===== src/hw/rtl/mrt_pkg.sv =====
`timescale 1ns / 1ps
// ----------------------------------------------------------------------------
// mrt_pkg
// Types and constants shared by the mesh route table files.
// ----------------------------------------------------------------------------
package mrt_pkg;

    localparam logic       FUNC_ADD    = 1'b0;
    localparam logic       FUNC_LOOKUP = 1'b1;

    localparam logic [1:0] OUT_IGNORED  = 2'd0;
    localparam logic [1:0] OUT_UPDATED  = 2'd1;
    localparam logic [1:0] OUT_KEPT     = 2'd2;
    localparam logic [1:0] OUT_INSERTED = 2'd3;

    localparam logic [1:0] CFG_OWN_ADDR   = 2'd0;
    localparam logic [1:0] CFG_BCAST_ADDR = 2'd1;
    localparam logic [1:0] CFG_NO_ADDR    = 2'd2;

    localparam logic [15:0] OWN_ADDR_RST   = 16'h0000;
    localparam logic [15:0] BCAST_ADDR_RST = 16'hFFFF;
    localparam logic [15:0] NO_ADDR_RST    = 16'h0000;
    localparam logic [7:0]  CLASS_MISS     = 8'd255;

    typedef struct packed {
        logic        func;
        logic [15:0] dest;
        logic [15:0] next_hop;
        logic [7:0]  traffic_class;
        logic [7:0]  route_cost;
    } t_in_item;

    typedef struct packed {
        logic        found;
        logic [15:0] hop_out;
        logic [7:0]  class_out;
        logic [7:0]  cost_out;
        logic [1:0]  add_outcome;
    } t_out_item;

    typedef struct packed {
        logic [1:0]  index;
        logic [15:0] data;
    } t_cfg_item;

    // search token walking down the cell chain
    typedef struct packed {
        logic        vld;
        logic        func;
        logic        ign;
        logic [15:0] dest;
        logic [15:0] hop;
        logic [7:0]  tc;
        logic [7:0]  cost;
        logic        hit;
        logic [15:0] hit_hop;
        logic [7:0]  hit_class;
        logic [7:0]  hit_cost;
        logic [1:0]  outcome;
    } t_tok;

    typedef struct packed {
        logic [15:0] dest;
        logic [15:0] hop;
        logic [7:0]  tc;
        logic [7:0]  cost;
    } t_wr;

endpackage


===== src/hw/rtl/mrt_ifs.sv =====
`timescale 1ns / 1ps
// ----------------------------------------------------------------------------
// mrt_ifs
// Valid/ready channels of the mesh route table.
// ----------------------------------------------------------------------------
interface mrt_in_if
    import mrt_pkg::*;
();
    logic     valid;
    logic     ready;
    t_in_item item;
    modport source (output valid, output item, input ready);
    modport sink   (input valid, input item, output ready);
endinterface

interface mrt_out_if
    import mrt_pkg::*;
();
    logic      valid;
    logic      ready;
    t_out_item item;
    modport source (output valid, output item, input ready);
    modport sink   (input valid, input item, output ready);
endinterface

interface mrt_cfg_if
    import mrt_pkg::*;
();
    logic      valid;
    logic      ready;
    t_cfg_item item;
    modport source (output valid, output item, input ready);
    modport sink   (input valid, input item, output ready);
endinterface


===== src/hw/rtl/mrt_cell.sv =====
`timescale 1ns / 1ps
// ----------------------------------------------------------------------------
// mrt_cell
// One route entry; matches and updates the passing token, then forwards it.
// ----------------------------------------------------------------------------
module mrt_cell
    import mrt_pkg::*;
(
    input  logic i_clk,
    input  logic i_rst_n,
    input  logic i_hold,
    input  logic i_wr_en,
    input  t_wr  i_wr,
    input  t_tok i_tok,
    output t_tok o_tok
);

    logic        r_valid;
    logic [15:0] r_dest;
    logic [15:0] r_hop;
    logic [7:0]  r_class;
    logic [7:0]  r_cost;
    t_tok        r_tok;
    t_tok        n_tok;
    logic        match;
    logic        upd;

    always_comb begin
        match = i_tok.vld && r_valid && (r_dest == i_tok.dest) && !i_tok.hit
                && !((i_tok.func == FUNC_ADD) && i_tok.ign);
        upd   = 1'b0;
        n_tok = i_tok;
        if (match) begin
            n_tok.hit = 1'b1;
            if (i_tok.func == FUNC_LOOKUP) begin
                n_tok.hit_hop   = r_hop;
                n_tok.hit_class = r_class;
                n_tok.hit_cost  = r_cost;
            end else if (r_cost >= i_tok.cost) begin
                upd           = 1'b1;
                n_tok.outcome = OUT_UPDATED;
            end else begin
                n_tok.outcome = OUT_KEPT;
            end
        end
    end

    always_ff @(posedge i_clk) begin
        if (!i_rst_n) begin
            r_valid   <= 1'b0;
            r_tok.vld <= 1'b0;
        end else if (!i_hold) begin
            r_tok <= n_tok;
            if (i_wr_en) begin
                r_valid <= 1'b1;
            end
        end
    end

    always_ff @(posedge i_clk) begin
        if (!i_hold) begin
            if (i_wr_en) begin
                r_dest  <= i_wr.dest;
                r_hop   <= i_wr.hop;
                r_class <= i_wr.tc;
                r_cost  <= i_wr.cost;
            end else if (upd) begin
                r_hop   <= i_tok.hop;
                r_class <= i_tok.tc;
                r_cost  <= i_tok.cost;
            end
        end
    end

    assign o_tok = r_tok;

endmodule


===== src/hw/rtl/mesh_route_table_top.sv =====
`timescale 1ns / 1ps
// ----------------------------------------------------------------------------
// mesh_route_table_top
// Routing table keyed by destination: a chain of entry cells searched by a
// token, with round-robin insertion when an add leaves the end of the chain unmatched.
//
//   port     dir   payload                                     accepted when
//   i_in     in    func, dest, next_hop, traffic_class, cost   valid & ready
//   o_out    out   found, hop_out, class_out, cost_out, outcome valid & ready
//   i_cfg    in    register index, 16-bit data                 valid (ready=1)
//
// An item walks one cell per cycle while the output does not stall; a new
// item is taken only after the last one has been loaded into the output
// register, so only one item is in the chain at a time.
// Reset clears entry valid bits, the insert pointer and the busy and output valid flags.
// A stalled output holds the token in the last cell until the register frees.
// ----------------------------------------------------------------------------
module mesh_route_table_top
    import mrt_pkg::*;
#(
    parameter int TABLE_DEPTH = 16
) (
    input  logic       i_clk,
    input  logic       i_rst_n,
    mrt_in_if.sink     i_in,
    mrt_out_if.source  o_out,
    mrt_cfg_if.sink    i_cfg
);

    localparam int PTR_W = (TABLE_DEPTH > 1) ? $clog2(TABLE_DEPTH) : 1;

    logic [15:0]      r_own;
    logic [15:0]      r_bcast;
    logic [15:0]      r_noaddr;
    logic             r_busy;
    logic [PTR_W-1:0] r_ptr;
    logic             r_out_vld;
    t_out_item        r_out;
    t_out_item        n_out;

    t_tok             tok [TABLE_DEPTH+1];
    t_tok             tok_end;
    t_wr              wr;
    logic             accept;
    logic             load;
    logic             hold;
    logic             insert;

    // config
    assign i_cfg.ready = 1'b1;

    always_ff @(posedge i_clk) begin
        if (!i_rst_n) begin
            r_own    <= OWN_ADDR_RST;
            r_bcast  <= BCAST_ADDR_RST;
            r_noaddr <= NO_ADDR_RST;
        end else if (i_cfg.valid) begin
            case (i_cfg.item.index)
                CFG_OWN_ADDR:   r_own    <= i_cfg.item.data;
                CFG_BCAST_ADDR: r_bcast  <= i_cfg.item.data;
                CFG_NO_ADDR:    r_noaddr <= i_cfg.item.data;
                default: ;
            endcase
        end
    end

    // launch
    assign i_in.ready = !r_busy;
    assign accept     = i_in.valid && !r_busy;

    always_comb begin
        tok[0]           = '0;
        tok[0].vld       = accept;
        tok[0].func      = i_in.item.func;
        tok[0].dest      = i_in.item.dest;
        tok[0].hop       = i_in.item.next_hop;
        tok[0].tc        = i_in.item.traffic_class;
        tok[0].cost      = i_in.item.route_cost;
        tok[0].ign       = (i_in.item.dest == r_own) || (i_in.item.dest == r_bcast)
                           || (i_in.item.dest == r_noaddr);
        tok[0].outcome   = OUT_IGNORED;
    end

    // cell chain
    assign tok_end = tok[TABLE_DEPTH];
    assign load    = tok_end.vld && (!r_out_vld || o_out.ready);
    assign hold    = tok_end.vld && !load;
    assign insert  = load && (tok_end.func == FUNC_ADD) && !tok_end.ign && !tok_end.hit;

    assign wr.dest = tok_end.dest;
    assign wr.hop  = tok_end.hop;
    assign wr.tc   = tok_end.tc;
    assign wr.cost = tok_end.cost;

    for (genvar g = 0; g < TABLE_DEPTH; g++) begin : g_cell
        mrt_cell u_cell (
            .i_clk   (i_clk),
            .i_rst_n (i_rst_n),
            .i_hold  (hold),
            .i_wr_en (insert && (r_ptr == PTR_W'(g))),
            .i_wr    (wr),
            .i_tok   (tok[g]),
            .o_tok   (tok[g+1])
        );
    end

    // result
    always_comb begin
        n_out = '0;
        if (tok_end.func == FUNC_LOOKUP) begin
            n_out.found     = tok_end.hit;
            n_out.hop_out   = tok_end.hit ? tok_end.hit_hop   : r_noaddr;
            n_out.class_out = tok_end.hit ? tok_end.hit_class : CLASS_MISS;
            n_out.cost_out  = tok_end.hit ? tok_end.hit_cost  : 8'd0;
        end else if (tok_end.ign) begin
            n_out.add_outcome = OUT_IGNORED;
        end else if (tok_end.hit) begin
            n_out.add_outcome = tok_end.outcome;
        end else begin
            n_out.add_outcome = OUT_INSERTED;
        end
    end

    always_ff @(posedge i_clk) begin
        if (!i_rst_n) begin
            r_busy    <= 1'b0;
            r_ptr     <= '0;
            r_out_vld <= 1'b0;
        end else begin
            if (accept) begin
                r_busy <= 1'b1;
            end else if (load) begin
                r_busy <= 1'b0;
            end
            if (load) begin
                r_out_vld <= 1'b1;
            end else if (o_out.ready) begin
                r_out_vld <= 1'b0;
            end
            if (insert) begin
                r_ptr <= (r_ptr == PTR_W'(TABLE_DEPTH - 1)) ? '0 : r_ptr + PTR_W'(1);
            end
        end
    end

    always_ff @(posedge i_clk) begin
        if (load) begin
            r_out <= n_out;
        end
    end

    assign o_out.valid = r_out_vld;
    assign o_out.item  = r_out;

endmodule


===== src/flat_wrapper.sv =====
// flat-port wrapper written by rule: the top's interface ports become plain ports
module mesh_route_table_top_flat import mrt_pkg::*;
#(
    parameter int TABLE_DEPTH = 16
)
  (i_clk, i_rst_n, i_in_valid, i_in_item, i_in_ready, o_out_valid, o_out_item, o_out_ready, i_cfg_valid, i_cfg_item, i_cfg_ready);
  mrt_in_if i_in_i ();
  mrt_out_if o_out_i ();
  mrt_cfg_if i_cfg_i ();
  input  logic i_clk;
  input  logic i_rst_n;
  input wire logic [$bits(i_in_i.valid)-1:0] i_in_valid;
  input wire logic [$bits(i_in_i.item)-1:0] i_in_item;
  output wire logic [$bits(i_in_i.ready)-1:0] i_in_ready;
  output wire logic [$bits(o_out_i.valid)-1:0] o_out_valid;
  output wire logic [$bits(o_out_i.item)-1:0] o_out_item;
  input wire logic [$bits(o_out_i.ready)-1:0] o_out_ready;
  input wire logic [$bits(i_cfg_i.valid)-1:0] i_cfg_valid;
  input wire logic [$bits(i_cfg_i.item)-1:0] i_cfg_item;
  output wire logic [$bits(i_cfg_i.ready)-1:0] i_cfg_ready;
  assign i_in_i.valid = i_in_valid;
  assign i_in_i.item = i_in_item;
  assign i_in_ready = i_in_i.ready;
  assign o_out_valid = o_out_i.valid;
  assign o_out_item = o_out_i.item;
  assign o_out_i.ready = o_out_ready;
  assign i_cfg_i.valid = i_cfg_valid;
  assign i_cfg_i.item = i_cfg_item;
  assign i_cfg_ready = i_cfg_i.ready;
  mesh_route_table_top #(.TABLE_DEPTH(TABLE_DEPTH)) u_core (.i_clk(i_clk), .i_rst_n(i_rst_n), .i_in(i_in_i), .o_out(o_out_i), .i_cfg(i_cfg_i));
endmodule

===== config.mk =====
export PLATFORM = sky130hd
export DESIGN_NAME = mesh_route_table_top_flat
export DESIGN_NICKNAME = d
export VERILOG_FILES = /design/src/hw/rtl/mrt_pkg.sv /design/src/hw/rtl/mrt_ifs.sv /design/src/hw/rtl/mrt_cell.sv /design/src/hw/rtl/mesh_route_table_top.sv /design/src/flat_wrapper.sv
export SDC_FILE = /design/constraint.sdc
export NUM_CORES = 2
export LEC_CHECK = 0
export ABC_AREA = 1
export BUFFER_PORTS_ARGS = -buffer_cell sky130_fd_sc_hd__buf_2
export CORE_MARGIN = 4
export CORE_UTILIZATION = 40
export DETAILED_ROUTE_END_ITERATION = 10
export PLACE_DENSITY_LB_ADDON = 0.2
export SETUP_SLACK_MARGIN = 0.2
export SKIP_LAST_GASP = 1
export SYNTH_ARGS = -nofsm -noshare
export SYNTH_HDL_FRONTEND = slang
export SYNTH_HIERARCHICAL = 1
export SYNTH_SLANG_ARGS = --single-unit

===== constraint.sdc =====
create_clock -name i_clk -period 10.07 [get_ports i_clk]
set_input_delay 0.5035 -clock i_clk [delete_from_list [all_inputs] [get_ports i_clk]]
set_output_delay 0.5035 -clock i_clk [all_outputs]
set_load 0.01 [all_outputs]

**Word-level counts from Yosys, hierarchy flattened**

Index checks and enable logic that the tools add are counted.

- Bits of input ports: 72
- Register bits after elaboration: 2,249
- ROM bits: 0
- Memories kept: 0
- Memory bits (writable): 0
- Latch bits: 0
- Logic and storage cells: 771
- Output and inout bits: 38

- Order comparisons: 16
- Reductions and logical operators: 200
- Div/mod/pow operators: 0
- Equal/unequal tests: 36
- Multipliers: 0
- Shift-type cells: 0
- Add/subtract/negate cells: 1
- Mux-type cells: 216
- Bitwise logic cells: 19

Operator list:

| cell | count |
|---|---|
| two-way mux 16 bit | 33 |
| two-way mux 8 bit | 65 |
| two-way mux 32 bit | 16 |
| two-way mux 34 bit | 15 |
| == test 16 bit | 19 |
| greater-or-equal comparator 8 bit | 16 |
| logical AND 1 bit | 101 |
| AND reduction 2 bit | 38 |
| two-way mux 2 bit | 33 |
| two-way mux 1 bit | 52 |
| logical NOT 1 bit | 36 |
| nonzero test 2 bit | 18 |
| two-way mux 35 bit | 1 |
| == test 4 bit, second input constant | 8 |
| inverter 1 bit | 19 |
| == test 4 x 3 -> 1 bit, second input constant | 4 |
| == test 4 x 2 -> 1 bit, second input constant | 2 |
| adder 4 x 1 -> 4 bit, second input constant | 1 |
| == test 4 x 1 -> 1 bit, second input constant | 1 |
| logical NOT 4 bit | 1 |
| two-way mux 4 bit | 1 |
| OR reduction 2 bit | 2 |
| logical OR 1 bit | 3 |
| == test 2 x 1 -> 1 bit, second input constant | 1 |
| 2 further kinds | 2 |

**Logic depth before layout (Yosys ltp)**

- Depth after elaboration: 9
- Gate-level depth with buffers: 18
- Depth with buffers taken out: 17

**Hierarchy**

The synthesis kept the hierarchy.

By module, submodules not included:

| module | times used | sequential area each (µm²) | cells each | area an instance (µm²) |
|---|---|---|---|---|
| mrt_cell | 16 | 4,033.9 | 478 | 5,736.8 |
| mesh_route_table_top | 1 | 2,132.0 | 588 | 4,366.7 |

**Worst setup path after synthesis**

OpenSTA, ideal clock, no wires.

- Kind: input-to-reg
- Start point: input port o_out_ready
- End point: register u_core.g_cell[0].u_cell.r_tok, in the netlist u_core/g_cell[0].u_cell/o_tok[0], enable pin
- Library setup time: 0.532 ns
- Required time: 9.538 ns
- Path buffers: 0
- Path slack: 4.869 ns
- Arrival: 4.669 ns
- Stages on the path: 4
- Cell sequence: inv_1 nand2_1 nor2_1 nor2_1

- Longest elaborated chain between the ends: 6

RTL lines:

| what | RTL line | text |
|---|---|---|
| start, declared | flat_wrapper.sv:17 | `input wire logic [$bits(o_out_i.ready)-1:0] o_out_ready;` |
| logical OR 1 bit | mesh_route_table_top.sv:86 | `assign load = tok_end.vld && (!r_out_vld \|\| o_out.ready);` |
| logical AND 1 bit | mesh_route_table_top.sv:86 |  |
| logical NOT 1 bit | mesh_route_table_top.sv:87 | `assign hold = tok_end.vld && !load;` |
| logical AND 1 bit | mesh_route_table_top.sv:87 |  |
| named net u_core.hold | mesh_route_table_top.sv:46 | `logic hold;` |
| inverter 1 bit (no source line) | -- |  |
| AND reduction 2 bit (no source line) | -- |  |
| end signal, assigned | mrt_cell.sv:53 | `r_tok <= n_tok;` |
| end, declared | mrt_cell.sv:23 | `t_tok r_tok;` |

The timed path passes the listed nets, and every way through them passes these cells.
A chain may end at the register's enable or synchronous reset.

**Worst setup path after layout**

- Start point: register u_core.g_cell[15].u_cell.r_tok, in the netlist u_core/g_cell[15].u_cell/o_tok[34]
- End point: register u_core.g_cell[4].u_cell.r_class[6], enable pin

- Longest elaborated chain between the ends: 5

RTL lines:

| what | RTL line | text |
|---|---|---|
| start, declared | mrt_cell.sv:23 |  |
| start signal, assigned | mrt_cell.sv:53 |  |
| logical NOT 1 bit | mesh_route_table_top.sv:88 | `assign insert = load && (tok_end.func == FUNC_ADD) && !tok_end.ign && !tok_end.hit;` |
| logical AND 1 bit | mesh_route_table_top.sv:88 |  |
| logical AND 1 bit | mesh_route_table_top.sv:100 | `.i_wr_en (insert && (r_ptr == PTR_W'(g))),` |
| nonzero test 2 bit (no source line) | -- |  |
| AND reduction 2 bit (no source line) | -- |  |
| end signal, assigned | mrt_cell.sv:65 | `r_class <= i_wr.tc;` |
| end signal, assigned | mrt_cell.sv:69 | `r_class <= i_tok.tc;` |
| end, declared | mrt_cell.sv:21 | `logic [7:0] r_class;` |

No other way between the ends.

==> flow_summary.ini <==
[timing]
final.period_utilization_pct = 42.2
slew_viol_final = 0
setup_viol = 0
rsz0062_at_grt = no
hold_viol = 0
max_freq_mhz = 235
fin_tns_setup_ps = 0
fin_worst_skew_ps = 34.6
hold_ws_ps = 111
fin_ws_ps = 5820
tightest_slew_ps = 1180
maxSlewHeadroom_pct = 20.8
fin_crit_ps = 4250

[synth]
ys_seq_area_share_pct = 69.3
synth_ff_type = edfxtp_1
yosysTopAreaCell = edfxtp_1
ys_ff_latch = 2249
yosysWarningCount = 6
synth_edf_count = 2163
postSynthCellCount = 8236
avgSynthCellArea_sq_um = 11.7
yosys.cell_types.count = 33
synth_area_leaders = edfxtp_1, nand2_1, mux2_2
synth_async_sr_flop_share_pct = 0
syn-cell-area_sq_mm = 0.0962
synth_top_cell_area_share_pct = 67.5

[cts]
path_clk_slew_ps = 60
worstSkewPairLatency_ps = 850
cts_root_buf = clkbuf_16
cts_tree = done
clock_sinks = 2249
htreeDepth = 4
clockBufferDepth = 3
cts_inserted_buffers = 222

[layout]
fin_nets = 8705
final_cell_mix = nand2_1, edfxtp_1, inv_1
final_area_sq_mm = 0.108
areaGrowthSynthToFinish_pct = 12.3
final_cells = 11900
drive_above_1_share_pct = 12.2
final_common_cell = nand2_1
num-fill-cells = 21600

[route]
via_per_inst = 4.69
drt_pass1_iterations = 5
ant_nets = 0
totalWireLength_microns = 201000
wl_per_cell_microns = 17.0
drt-initial-drc-count = 3202
drc = 0
via_count = 55600

[run]
cap_viol_max_count = 0

[power]
swShare_pct = 21.5
ir_drop_mv = 0.174
power_density_mw_per_mm2 = 182
leakagePower_nw = 43.5
pwr-share-comb_pct = 3.9
seqPwrFrac_pct = 55.4
internal_power_mw = 15.4
p_sw_mw = 4.24
clkPwrFrac_pct = 40.7

[floorplanning]
core_sq_mm = 0.239
die_x_microns = 498
die-area_sq_mm = 0.248
start_util_pct = 40.3
ioPinCount = 110
die-height_microns = 498
num_rows = 179

[global_route]
grt_pass1_wl_microns = 317000
track_usage_pct = 16.2
grt_pass1_vias = 56200
antenna_found_initial = 15
grt_max_degree = 86
grt_overflow = 0

[setup_path]
arrival_ps = 4720
critPathMaxFanout = 41
critPathKind = register to register
crit_required_ps = 10540
cp-start-kind = register
cp-end-kind = register

[placement]
dp_slack_ps = 5870
gp_congestion = 0.878
port_buffers = 108
place_inst = 11400
placed_area_sq_mm = 0.100
hpwl_microns = 155000

[outcome]
status = finished, final reports clean

[hold_path]
min_path_type = input pin to register
registers in the layout (all words and copies together), names as in the netlist:
signal                        cells
u_core/g_cell.u_cell/o_tok     1376
u_core/g_cell.u_cell/r_class    128
u_core/g_cell.u_cell/r_cost     128
u_core/g_cell.u_cell/r_dest     256
u_core/g_cell.u_cell/r_hop      256
u_core/g_cell.u_cell/r_valid     16
u_core/o_out.item                35
u_core/o_out.valid                1
u_core/r_bcast                   16
u_core/r_busy                     1
u_core/r_noaddr                  16
u_core/r_own                     16
u_core/r_ptr                      4
cells by family (layout without fill, tap and decap cells):
logic type               after synthesis  count (layout)  synth area share [%]
AND/OR/NAND/NOR                     3868            3868                  16.5
adder cells (fa/ha/maj)              132             132                  1.72
buffers and inverters               1127            1554                  4.94
AO/OA/AOI/OAI                        370             370                  2.05
flip-flops                          2249            2249                  69.3
other                                  2              38               0.00781
XOR/XNOR                              88              88                 0.802
multiplexers                         400             400                  4.68
timing repair:
action / in CTS / in global routing
hold buffers: 65 / 0
buffers inserted: 0 / 0
resized for setup: 0 / 0
hold endpoints to repair: 124 / 0
per-layer routing:
layer	vias up	track usage (%)	share of wire, %
met1	26000	22.4	47
met3	333	2.24	3.8
met5	-	0	0
met4	0	4.96	3.0
met2	962	26.6	46
li1	28300	-	-
critical path, cell delays in order (launching register included):
cell	delay [ps]
edfxtp_1	380
inv_1	780
nand2_4	280
nor2_8	240
nand2_1	470
nor2_4	920
nand2_1	240
nand2_1	140
buf_4	380
final cells by class:
cell class | count | area (sq um) | share of cell area, %
Clock inverter | 150 | 1410 | 1.30
Timing Repair Buffer | 251 | 1780 | 1.65
Tap cell | 3167 | 3960 | 3.67
Sequential cell | 2249 | 66700 | 61.7
Multi-Input combinational cell | 4894 | 25100 | 23.2
Antenna cell | 2 | 5.00 | 0.00463
Inverter | 883 | 3310 | 3.07
Clock buffer | 270 | 5760 | 5.33
Yosys cell counts (17+ instances only):
master,count
buf_4,20
nand2_1,2541
xnor2_1,80
nor2_8,17
a21oi_1,96
ha_1,132
nor2_1,596
o21ai_1,34
clkbuf_1,106
buf_6,50
edfxtp_1,2163
buf_2,51
inv_2,98
o21ai_0,192
mux2_2,400
dfxtp_1,86
inv_1,785
nand3_1,645
per-stage QoR:
stage          power, mW  utilization, %
2_1_floorplan       11.5               -
3_3_place_gp        11.8            42.0
3_5_place_dp        11.9            42.0
4_1_cts             20.0            45.3
5_1_grt             20.5            45.3
6_report            19.7            45.3
power by group through the flow:
stage          Combinational, mW  Sequential [mW]  Clock (mW)
4_1_cts                    0.772             10.9        8.28
3_3_place_gp               0.723             11.1           0
2_1_floorplan              0.539             11.0           0
3_5_place_dp               0.746             11.1           0
5_1_grt                    0.876             10.9        8.69
6_report                   0.764             10.9        8.01
worst paths after layout:
check                                                         from                                 end  slack [ps]  depth (start not counted)
worst max-delay path            u_core/g_cell[15].u_cell/o_tok[34]  u_core/g_cell[4].u_cell/r_class[6]        5820                          8
worst min-delay path                                i_cfg_item[16]                    u_core/r_own[12]         110                          4
worst max register to register  u_core/g_cell[15].u_cell/o_tok[34]  u_core/g_cell[4].u_cell/r_class[6]        5820                          8
worst min register to register  u_core/g_cell[10].u_cell/o_tok[60]  u_core/g_cell[11].u_cell/o_tok[60]         430                          0
Note: power is estimated with default switching activity, not from simulation.
